### src/rtl/sensor_frame_crc_check_convert_assert.svh
// ----------------------------------------------------------------------------
// Sensor frame CRC check and convert: assertion macros
// Shared concurrent assertion forms used at the end of the queue and converter modules.
// ----------------------------------------------------------------------------
`ifndef SENSOR_FRAME_CRC_CHECK_CONVERT_ASSERT_SVH
`define SENSOR_FRAME_CRC_CHECK_CONVERT_ASSERT_SVH

// The consequent must hold in the same cycle as the antecedent.
`define SFCC_ASSERT_NOW(lbl, clk, rst, ante, cons) \
  lbl: assert property (@(posedge clk) disable iff (rst) (ante) |-> (cons)) \
    else $error("sfcc assertion failed");

// The consequent must hold in the cycle after the antecedent.
`define SFCC_ASSERT_NEXT(lbl, clk, rst, ante, cons) \
  lbl: assert property (@(posedge clk) disable iff (rst) (ante) |=> (cons)) \
    else $error("sfcc assertion failed");

`endif

### src/rtl/sfcc_pkg.sv
// ----------------------------------------------------------------------------
// Sensor frame CRC check and convert: package
// Field widths, CRC and scaling constants, the measurement record and CRC-8.
// ----------------------------------------------------------------------------
package sfcc_pkg;

  localparam int BYTE_W = 8;
  localparam int WORD_W = 16;
  localparam int TEMP_W = 15;
  localparam int HUMI_W = 14;
  localparam int STAT_W = 2;

  localparam logic [7:0] CRC_GENERATOR = 8'h31;
  localparam logic [7:0] CRC_INIT = 8'hFF;

  localparam int TEMP_SCALE = 17500;
  localparam int HUMI_SCALE = 10000;
  localparam int TEMP_OFFSET = 4500;

  localparam int TEMP_PROD_W = 31;
  localparam int HUMI_PROD_W = 30;

  localparam int QUEUE_DEPTH_DEF = 2;

  typedef struct packed {
    logic [WORD_W-1:0] temp_word;
    logic [WORD_W-1:0] humi_word;
    logic [STAT_W-1:0] status;
  } meas_t;

  function automatic logic [7:0] crc8_byte(input logic [7:0] crc, input logic [7:0] b);
    logic [7:0] c;
    c = crc ^ b;
    for (int k = 0; k < 8; k++) begin
      if (c[7]) begin
        c = {c[6:0], 1'b0} ^ CRC_GENERATOR;
      end else begin
        c = {c[6:0], 1'b0};
      end
    end
    return c;
  endfunction

endpackage

### src/rtl/sfcc_queue.sv
// ----------------------------------------------------------------------------
// Sensor frame CRC check and convert: measurement queue
// Small first-in first-out buffer between the front end and the converter.
// ----------------------------------------------------------------------------
`include "sensor_frame_crc_check_convert_assert.svh"

module sfcc_queue import sfcc_pkg::*; #(
  parameter int DEPTH = QUEUE_DEPTH_DEF
) (
  input  logic  clk,
  input  logic  rst,
  input  logic  push_valid,
  output logic  push_ready,
  input  meas_t push_data,
  output logic  pop_valid,
  input  logic  pop_ready,
  output meas_t pop_data
);

  localparam int AW = $clog2(DEPTH);
  localparam int CW = $clog2(DEPTH + 1);

  meas_t         mem [DEPTH];
  logic [AW-1:0] wr_ptr;
  logic [AW-1:0] rd_ptr;
  logic [CW-1:0] count;
  logic          push;
  logic          pop;

  assign push_ready = (count != CW'(DEPTH));
  assign pop_valid  = (count != '0);
  assign push       = push_valid && push_ready;
  assign pop        = pop_valid && pop_ready;
  assign pop_data   = mem[rd_ptr];

  always_ff @(posedge clk) begin
    if (push) begin
      mem[wr_ptr] <= push_data;
    end
  end

  always_ff @(posedge clk) begin
    if (rst) begin
      wr_ptr <= '0;
      rd_ptr <= '0;
      count  <= '0;
    end else begin
      if (push) begin
        wr_ptr <= (wr_ptr == AW'(DEPTH - 1)) ? '0 : wr_ptr + 1'b1;
      end
      if (pop) begin
        rd_ptr <= (rd_ptr == AW'(DEPTH - 1)) ? '0 : rd_ptr + 1'b1;
      end
      if (push && !pop) begin
        count <= count + 1'b1;
      end else if (pop && !push) begin
        count <= count - 1'b1;
      end
    end
  end

  `SFCC_ASSERT_NOW(a_count_bound, clk, rst, 1'b1, count <= CW'(DEPTH))
  `SFCC_ASSERT_NEXT(a_count_up, clk, rst, push && !pop, count == $past(count) + 1'b1)
  `SFCC_ASSERT_NEXT(a_count_down, clk, rst, pop && !push, count == $past(count) - 1'b1)

endmodule

### config.mk
export PLATFORM = sky130hd
export DESIGN_NAME = sfcc_queue
export DESIGN_NICKNAME = d
export VERILOG_FILES = /design/src/rtl/sfcc_pkg.sv /design/src/rtl/sfcc_queue.sv
export VERILOG_INCLUDE_DIRS = /design/src /design/src/rtl
export SDC_FILE = /design/constraint.sdc
export NUM_CORES = 1
export LEC_CHECK = 0
export BUFFER_PORTS_ARGS = -buffer_cell sky130_fd_sc_hd__buf_2
export CAP_MARGIN = 10
export CORE_MARGIN = 2
export CORE_UTILIZATION = 55
export DETAILED_ROUTE_END_ITERATION = 10
export PLACE_DENSITY = 0.85
export SLEW_MARGIN = 40
export SYNTH_ARGS = -nofsm -noshare
export SYNTH_HDL_FRONTEND = slang
export SYNTH_SLANG_ARGS = --single-unit
### constraint.sdc
create_clock -name clk -period 3.33 [get_ports clk]
set_clock_uncertainty 0.2 [all_clocks]
set_input_delay 0.333 -clock clk [delete_from_list [all_inputs] [get_ports clk]]
set_output_delay 0.333 -clock clk [all_outputs]
set_load 0.01 [all_outputs]
==> implementation parameters, run 1 <==
Parameter                              Value

Synthesis
  Number of synthesis warnings ... 0
  Synth Instances ... 130
  Commonest cells in the netlist ... sky130_fd_sc_hd__edfxtp_1, sky130_fd_sc_hd__mux2_2, sky130_fd_sc_hd__dfxtp_1, sky130_fd_sc_hd__nor2_1, sky130_fd_sc_hd__xor2_1
  Commonest register cell after synthesis ... sky130_fd_sc_hd__edfxtp_1
  Share of synthesized area occupied by flip-flops and latches ... between 80% and 90%
  Synthesized area divided by synthesized cell count ... 20.6 um^2
  Fraction of registers with async set or reset after synthesis ... 0%
  Most numerous cell in the Yosys netlist ... sky130_fd_sc_hd__edfxtp_1
  Yosys cell types ... 18
  Area leader, netlist ... sky130_fd_sc_hd__edfxtp_1
  Post-synthesis instance area ... roughly 2700 um^2
  Post-synth top area share ... 76.4%
  Number of synthesized flops with an enable pin ... 68
  Synthesis-stage register bit count ... 73
  Nets in the synthesized netlist ... about 170
  Main area contributors after synthesis ... sky130_fd_sc_hd__edfxtp_1, sky130_fd_sc_hd__mux2_2, sky130_fd_sc_hd__dfxtp_1, sky130_fd_sc_hd__xor2_1, sky130_fd_sc_hd__buf_4

Pwr
  Static leakage ... 0.00139 uW
  Areal power density over the cells ... 670 nW/um^2
  Maximum vdd ir drop ... roughly 540 uV

Place
  Total placed cells including tap cells ... 257
  Final HPWL DP ... 3060 um
  Routability cong. ... 0.719
  Count of input and output buffers ... 73
  Placed Instance Area ... roughly 3100 um^2
  Pre-CTS worst setup slack ... 1.26 ns

Timing
  Normalized max-slew margin ... 48.9%
  Setup repair after global routing missed its margin ... false
  Setup Total Neg Slack ... 0 ns
  Fin worst setup slack ... 0.890 ns
  Slew of the pin with the lowest slew margin ... 0.765 ns
  Final-report max-slew violation count ... 0
  Endpoints failing setup ... 0
  Count of final hold-check violations ... 0
  Final critical path time including I/O delays and setup ... 2.44 ns
  Period Utilization, post-route ... 73.3%
  Maximum operating frequency ... approximately 410 MHz

Detailed routing
  Per-cell routed wire length ... approximately 17 um
  Number of iterations in the first detailed-routing pass ... 4
  Met3 wire length ... 234 um
  Total Routed Length ... 5250 um
  Number of remaining DRC errors ... 0
  Uppermost metal layer occupied by signal nets ... met4
  Mean number of vias per cell ... around 5.1
  Wire length the detailed router placed on met1 ... 1880 um
  Drt first-iter violations ... 64
  Remaining antenna violation count after routing ... 0
  Via count ... 1572
  Detailed-routed wire length on met2 ... a little over 3000 um

CTS
  Clock tree from TritonCTS ... built
  # H-tree levels ... 3
  Clock buffer count from CTS ... 9
  CTS clk-pin slew, worst paths ... 0.07 ns
  Clock latency on the worst-skew pair ... about 0.33 ns
  Post-cts resize count ... 0
  Cell chosen for the clock root ... sky130_fd_sc_hd__clkbuf_8
  Clk sink count ... between 70 and 80
  Number of buffers on the longest clock path ... 2
  Post-CTS Hold Buffers ... 34
  Post-CTS setup buffer count ... 0

Layout
  Net total in the final layout ... 287
  Area taken by flip-flops and latches ... ~2100 um^2
  Number of fillers in the final layout ... 292
  Final Non-Filler Cells ... roughly 310
  Multi-input combinational cell area ... approximately 500 um^2
  Final std cell area, no fill ... 3620 um^2
  Fraction of layout cells with a size suffix above 1 ... 50.2%
  Number of diodes ... 0
  Layout area overhead ... 35.6%
  Final Core Density ... 77.3%

Global routing
  Pin count of the biggest net entering global routing ... 35
  Total overflow reported by the global router ... 0
  Vias in the first global route ... around 1700
  Wire length of the first global-routing pass ... 7820 um
  Initial antenna violation count ... 0
  Global-route usage over all layers ... about a fifth

Floorplanning
  Overall die area ... 5430 um^2
  Initial standard-cell utilization of the core ... 57.0%
  Number of I/O pins ... 74
  Floorplan Core Area ... 4690 um^2
  Number of core rows ... 25
  Vert. Die Dim ... 73.7 um
  Horizontal die dimension ... around 74 um

Setup path
  Required arrival time at the worst endpoint ... 2.80 ns
  Worst Path Arrival ... 1.91 ns
  Startpoint kind of the worst setup timing path ... flip-flop
  Category of the worst setup path capture point ... output port
  Classification of the worst setup path ... flip-flop to output port
  Maximum fanout along the worst path ... 19

Outcome
  Status ... complete, no violations

Flow run
  Max-cap viol count ... 0

Worst hold path
  Class of the tightest hold or removal check ... primary input to flip-flop
## path summary, 6_finish.rpt
path / end / cells past startpoint / startpoint / slack [ns]
setup / recovery: pop_data[25] / 3 / flip-flop / 0.89
hold / removal: count[0] / 2 / rst / 0.04
setup reg to reg: count[1] / 5 / count[0] / 1.34
hold reg to reg: rd_ptr / 2 / rd_ptr / 0.35
## critical path, cell delays in order, from the launching register on
cell                      delay (ns)
sky130_fd_sc_hd__dfxtp_1        0.82
sky130_fd_sc_hd__buf_12         0.25
sky130_fd_sc_hd__mux2_2         0.35
sky130_fd_sc_hd__buf_2          0.15
## state kept, by name, summed over array words and instances (netlist names), named ones only
name	cells
count	2
rd_ptr	1
wr_ptr	1
mem	68
## cell usage in the layout (no fill, tap or decap), types with 2 or more instances in the layout
master	n
sky130_fd_sc_hd__buf_2	73
sky130_fd_sc_hd__edfxtp_1	68
sky130_fd_sc_hd__mux2_2	34
sky130_fd_sc_hd__dlygate4sd3_1	34
sky130_fd_sc_hd__clkbuf_8	9
sky130_fd_sc_hd__dfxtp_1	5
sky130_fd_sc_hd__xor2_1	3
sky130_fd_sc_hd__nor2_1	3
sky130_fd_sc_hd__clkinv_2	3
sky130_fd_sc_hd__buf_4	3
sky130_fd_sc_hd__o21ai_0	2
sky130_fd_sc_hd__a21oi_1	2
sky130_fd_sc_hd__clkinv_1	2
sky130_fd_sc_hd__clkinvlp_4	2
## metal layers
| metal | global-route usage [%] | vias up |
|---|---|---|
| li1 | - | 737 |
| met1 | 21.2 | 782 |
| met2 | 38.0 | 43 |
| met3 | 5.62 | 10 |
| met4 | 9.90 | 0 |
| met5 | 0 | - |
## power breakdown
part	internal, uW	switching (uW)
logic	331	318
clock network	261	301
registers	1150	68.8
total	1740	688
## final cells by class
type	instances	share of cell area [%]
tap	54	1.86
clock inverter	7	1.04
multi-input combinational	52	13.8
timing repair buffer	111	20.6
inverter	1	0.104
sequential	73	59.1
clock buffer	9	3.42
## cells by family after synthesis
family	after synthesis	synth area share, %
AOI/OAI and AO/OA	5	1.12
xor gates and xnor gates	3	0.983
adders and majority gates	1	0.468
buffers and inverters	5	1.08
DFF	73	80.2
muxes	34	14.3
and+or+nand+nor	9	1.87
## through the flow
step | total power (uW) | hold WS, ns
2_1_floorplan | 1610 | 0.202
3_3_place_gp | 1820 | 0.287
3_5_place_dp | 1840 | 0.312
4_1_cts | 2430 | 0.0104
5_1_grt | 2540 | 0.0363
6_report | 2430 | 0.0425
Note: power is estimated with default switching activity, not from simulation.
==> run 2, diff against run 1 <==
--- a/config.mk
+++ b/config.mk
@@ -9,9 +9,9 @@
 export BUFFER_PORTS_ARGS = -buffer_cell sky130_fd_sc_hd__buf_2
 export CAP_MARGIN = 10
 export CORE_MARGIN = 2
-export CORE_UTILIZATION = 55
+export CORE_UTILIZATION = 46
 export DETAILED_ROUTE_END_ITERATION = 10
-export PLACE_DENSITY = 0.85
+export PLACE_DENSITY = 0.76
 export SLEW_MARGIN = 40
 export SYNTH_ARGS = -nofsm -noshare
 export SYNTH_HDL_FRONTEND = slang
==> constraint.sdc (replaced) <==
create_clock -name clk -period 2.15 [get_ports clk]
set_clock_uncertainty 0.2 [all_clocks]
set_input_delay 0.215 -clock clk [delete_from_list [all_inputs] [get_ports clk]]
set_output_delay 0.215 -clock clk [all_outputs]
set_load 0.01 [all_outputs]
==> run 2 against run 1 <==
Combinational power up 58%. Largest cell class unchanged. Global-route usage down 4.9 points. Clock-buffer cell count up 1. Sequential cell count unchanged. First-iteration DRC count up 6.3%.
==> implementation parameters, run 2 (synthesis results as in run 1) <==
Parameter                              Value

Pwr
  Part of the power in registers ... 44.9% (was 50.1%)
  Static leakage ... 0.00144 uW (was 0.00139 uW)
  Areal power density over the cells ... 1090 nW/um^2 (was 670 nW/um^2)
  Power dissipated by switching net loads ... 1020 uW (was 688 uW)
  Maximum vdd ir drop ... 613 uV (was 537 uV)
  Combinational fraction of design power ... 25.2% (was 26.7%)
  Power Total ... 4090 uW (was 2430 uW)
  Total internal power ... 3070 uW (was 1740 uW)
  Clock network fraction of total power ... 29.9% (was 23.1%)
  Switching portion of total power ... 25.0% (was 28.3%)

Worst hold path
  Min-Delay Endpoint ... rd_ptr (was count[0])
  Class of the tightest hold or removal check ... primary input to flip-flop (unchanged)
  Hold Startpoint ... pop_ready (was rst)
  Worst hold path stage count ... 4 (was 2)

Layout
  Register bank with the most flops ... mem (unchanged)
  Leading registers by flop count ... mem (68), count (2) (unchanged)
  Net total in the final layout ... 290 (was 287)
  Final std cell area, no fill ... 3750 um^2 (was 3620 um^2)
  Commonest non-fill, non-tap cell in the layout ... sky130_fd_sc_hd__buf_2 (unchanged)
  Flip-flop count of the largest register after layout ... 68 (unchanged)
  Layout area overhead ... 40.3% (was 35.6%)
  Final Non-Filler Cells ... 328 (was 307)
  Number of fillers in the final layout ... 404 (was 292)
  Number of diodes ... 0 (unchanged)
  Final Core Density ... 67.3% (was 77.3%)
  Fraction of layout cells with a size suffix above 1 ... 50.4% (was 50.2%)
  Commonest non-fill, non-tap cells in the layout ... sky130_fd_sc_hd__buf_2, sky130_fd_sc_hd__edfxtp_1, sky130_fd_sc_hd__dlygate4sd3_1 (was sky130_fd_sc_hd__buf_2, sky130_fd_sc_hd__edfxtp_1, sky130_fd_sc_hd__mux2_2, sky130_fd_sc_hd__dlygate4sd3_1, sky130_fd_sc_hd__clkbuf_8)

Timing
  Normalized max-slew margin ... 77.3% (was 48.9%)
  Setup repair after global routing missed its margin ... false (unchanged)
  Final-report max-slew violation count ... 0 (unchanged)
  Setup Total Neg Slack ... 0 ns (unchanged)
  Count of final hold-check violations ... 0 (unchanged)
  Final critical path time including I/O delays and setup ... between 1.5 and 2 ns
  Slew of the pin with the lowest slew margin ... 0.337 ns (was 0.765 ns)
  Endpoints failing setup ... 0 (unchanged)
  Period Utilization, post-route ... 84.5%
  Maximum operating frequency ... 551 MHz

Global routing
  Vias in the first global route ... 1670 (was 1660)
  Global-route usage over all layers ... 15.7% (was 20.6%)
  Initial antenna violation count ... 0 (unchanged)
  Pin count of the biggest net entering global routing ... 35 (unchanged)
  Total overflow reported by the global router ... 0 (unchanged)
  Wire length of the first global-routing pass ... 7290 um (was 7820 um)

Detailed routing
  Uppermost metal layer occupied by signal nets ... met4 (unchanged)
  Total Routed Length ... 4610 um (was 5250 um)
  Met3 wire length ... 245 um (was 234 um)
  Wire length the detailed router placed on met1 ... 1750 um (was 1880 um)
  Mean number of vias per cell ... 4.78 (was 5.12)
  Per-cell routed wire length ... 14.1 um (was 17.1 um)
  Number of iterations in the first detailed-routing pass ... 5 (was 4)
  Drt first-iter violations ... 68 (was 64)
  Detailed-routed wire length on met2 ... 2510 um (was 3040 um)
  Via count ... 1568 (was 1572)
  Remaining antenna violation count after routing ... 0 (unchanged)
  Number of remaining DRC errors ... 0 (unchanged)

Floorplanning
  Number of core rows ... 27 (was 25)
  Floorplan Core Area ... 5570 um^2 (was 4690 um^2)
  Vert. Die Dim ... 80.2 um (was 73.7 um)
  Number of I/O pins ... 74 (unchanged)
  Initial standard-cell utilization of the core ... 47.9% (was 57.0%)
  Overall die area ... 6440 um^2 (was 5430 um^2)
  Horizontal die dimension ... 80.2 um (was 73.7 um)

Setup path
  Required arrival time at the worst endpoint ... 1.74 ns (was 2.80 ns)
  Cell family contributing the most delay on the critical path ... multiplexers (was flip-flops)
  Maximum fanout along the worst path ... 34 (was 19)
  Worst flop-to-flop path startpoint ... count[0] (unchanged)
  Buffers & Inverters on Critical Path ... 2 (unchanged)
  Cell chain of the critical path ... buf_12 > mux2_2 > buf_2 (unchanged)
  Startpoint kind of the worst setup timing path ... flip-flop (unchanged)
  Slack of the worst reg-to-reg path ... 0.34 ns (was 1.34 ns)
  Longest individual stage delay on the worst path ... 0.37 ns (was 0.82 ns)
  CP max stage cell ... sky130_fd_sc_hd__mux2_2 (was sky130_fd_sc_hd__dfxtp_1)
  Capturing point of the worst reg2reg path ... count[1] (unchanged)
  Category of the worst setup path capture point ... output port (unchanged)
  Worst Path Arrival ... 1.40 ns (was 1.91 ns)
  Cells on worst reg2reg path ... 5 (unchanged)
  Classification of the worst setup path ... flip-flop to output port (unchanged)

Place
  Total placed cells including tap cells ... 276 (was 257)
  Placed Instance Area ... 3160 um^2 (was 3120 um^2)
  Count of input and output buffers ... 73 (unchanged)
  Routability cong. ... 0.715 (was 0.719)
  Final HPWL DP ... 2870 um (was 3060 um)

CTS
  Clk sink count ... 73 (unchanged)
  Clock latency on the worst-skew pair ... 0.33 ns (about the same)
  Post-CTS setup buffer count ... 0 (unchanged)
  # H-tree levels ... 3 (unchanged)
  Number of buffers on the longest clock path ... 2 (unchanged)
  Clock buffer count from CTS ... 9 (unchanged)
  Clock tree from TritonCTS ... built (unchanged)
  Post-cts resize count ... 0 (unchanged)
  CTS clk-pin slew, worst paths ... 0.07 ns (about the same)
  Post-CTS Hold Buffers ... 36 (was 34)
  Cell chosen for the clock root ... sky130_fd_sc_hd__clkbuf_8 (unchanged)

Outcome
  Status ... complete, no violations (unchanged)

Flow run
  Max-cap viol count ... 0 (unchanged)
==> run 2: cell count changes in the layout (fill, tap and decap cells not counted), moves of 2 or more <==
cell                            previous run  this run
sky130_fd_sc_hd__bufinv_16                 0         3
sky130_fd_sc_hd__clkinv_2                  3         0
sky130_fd_sc_hd__clkinvlp_4                2         0
sky130_fd_sc_hd__dlygate4sd3_1            34        36
==> run 2: how the worst max path moves through the flow <==
stage / startpoint / end / slack, ns / cells past startpoint
2_1_floorplan: count[0] / mem[1][0] / 0.04 / 2
3_3_place_gp: count[0] / count[1] / 0.40 / 5
3_5_place_dp: count[0] / count[1] / 0.34 / 6
4_1_cts: flip-flop / pop_data[15] / 0.31 / 3
5_1_grt: count[0] / count[1] / 0.23 / 6
6_report: flip-flop / pop_data[15] / 0.33 / 3
==> run 2: tightest hold or removal path: cells and delay by family <==
family	cells	cell delay, ns
AOI/OAI and AO/OA	1	0.13
xor gates and xnor gates	1	0.10
buffers and inverters	1	0.09
and+or+nand+nor	1	0.09
==> run 2: metrics by stage <==
step | setup slack (ns) | hold WS (ns)
after floorplan | 0.0389 | 0.0841
after global placement | 0.398 | 0.202
after detailed placement | 0.341 | 0.206
after CTS | 0.314 | 0.140
after global routing | 0.227 | 0.212
final | 0.334 | 0.142
==> run 2: metal layers <==
metal	global-route usage, %	vias up
li1	-	747
met5	0	-
met3	4.38	8
met1	15.7	762
met2	29.0	51
met4	8.64	0
==> run 2: power groups by stage <==
stage	clock network, uW	registers [uW]	logic, uW
4_1_cts	1260	1840	1060
2_1_floorplan	0	1850	637
3_3_place_gp	0	1850	985
3_5_place_dp	0	1870	997
6_report	1220	1840	1030
5_1_grt	1320	1860	1120
==> run 2: layout make-up <==
| class | count | area (um^2) | share of cell area (%) |
|---|---|---|---|
| Timing Repair Buffer | 114 | 776 | 20.7 |
| Multi-Input combinational cell | 52 | 503 | 13.4 |
| Sequential cell | 73 | 2140 | 57.2 |
| Inverter | 1 | 3.75 | 0.100 |
| Clock inverter | 6 | 106 | 2.84 |
| Tap cell | 72 | 90.1 | 2.40 |
| Clock buffer | 10 | 128 | 3.40 |
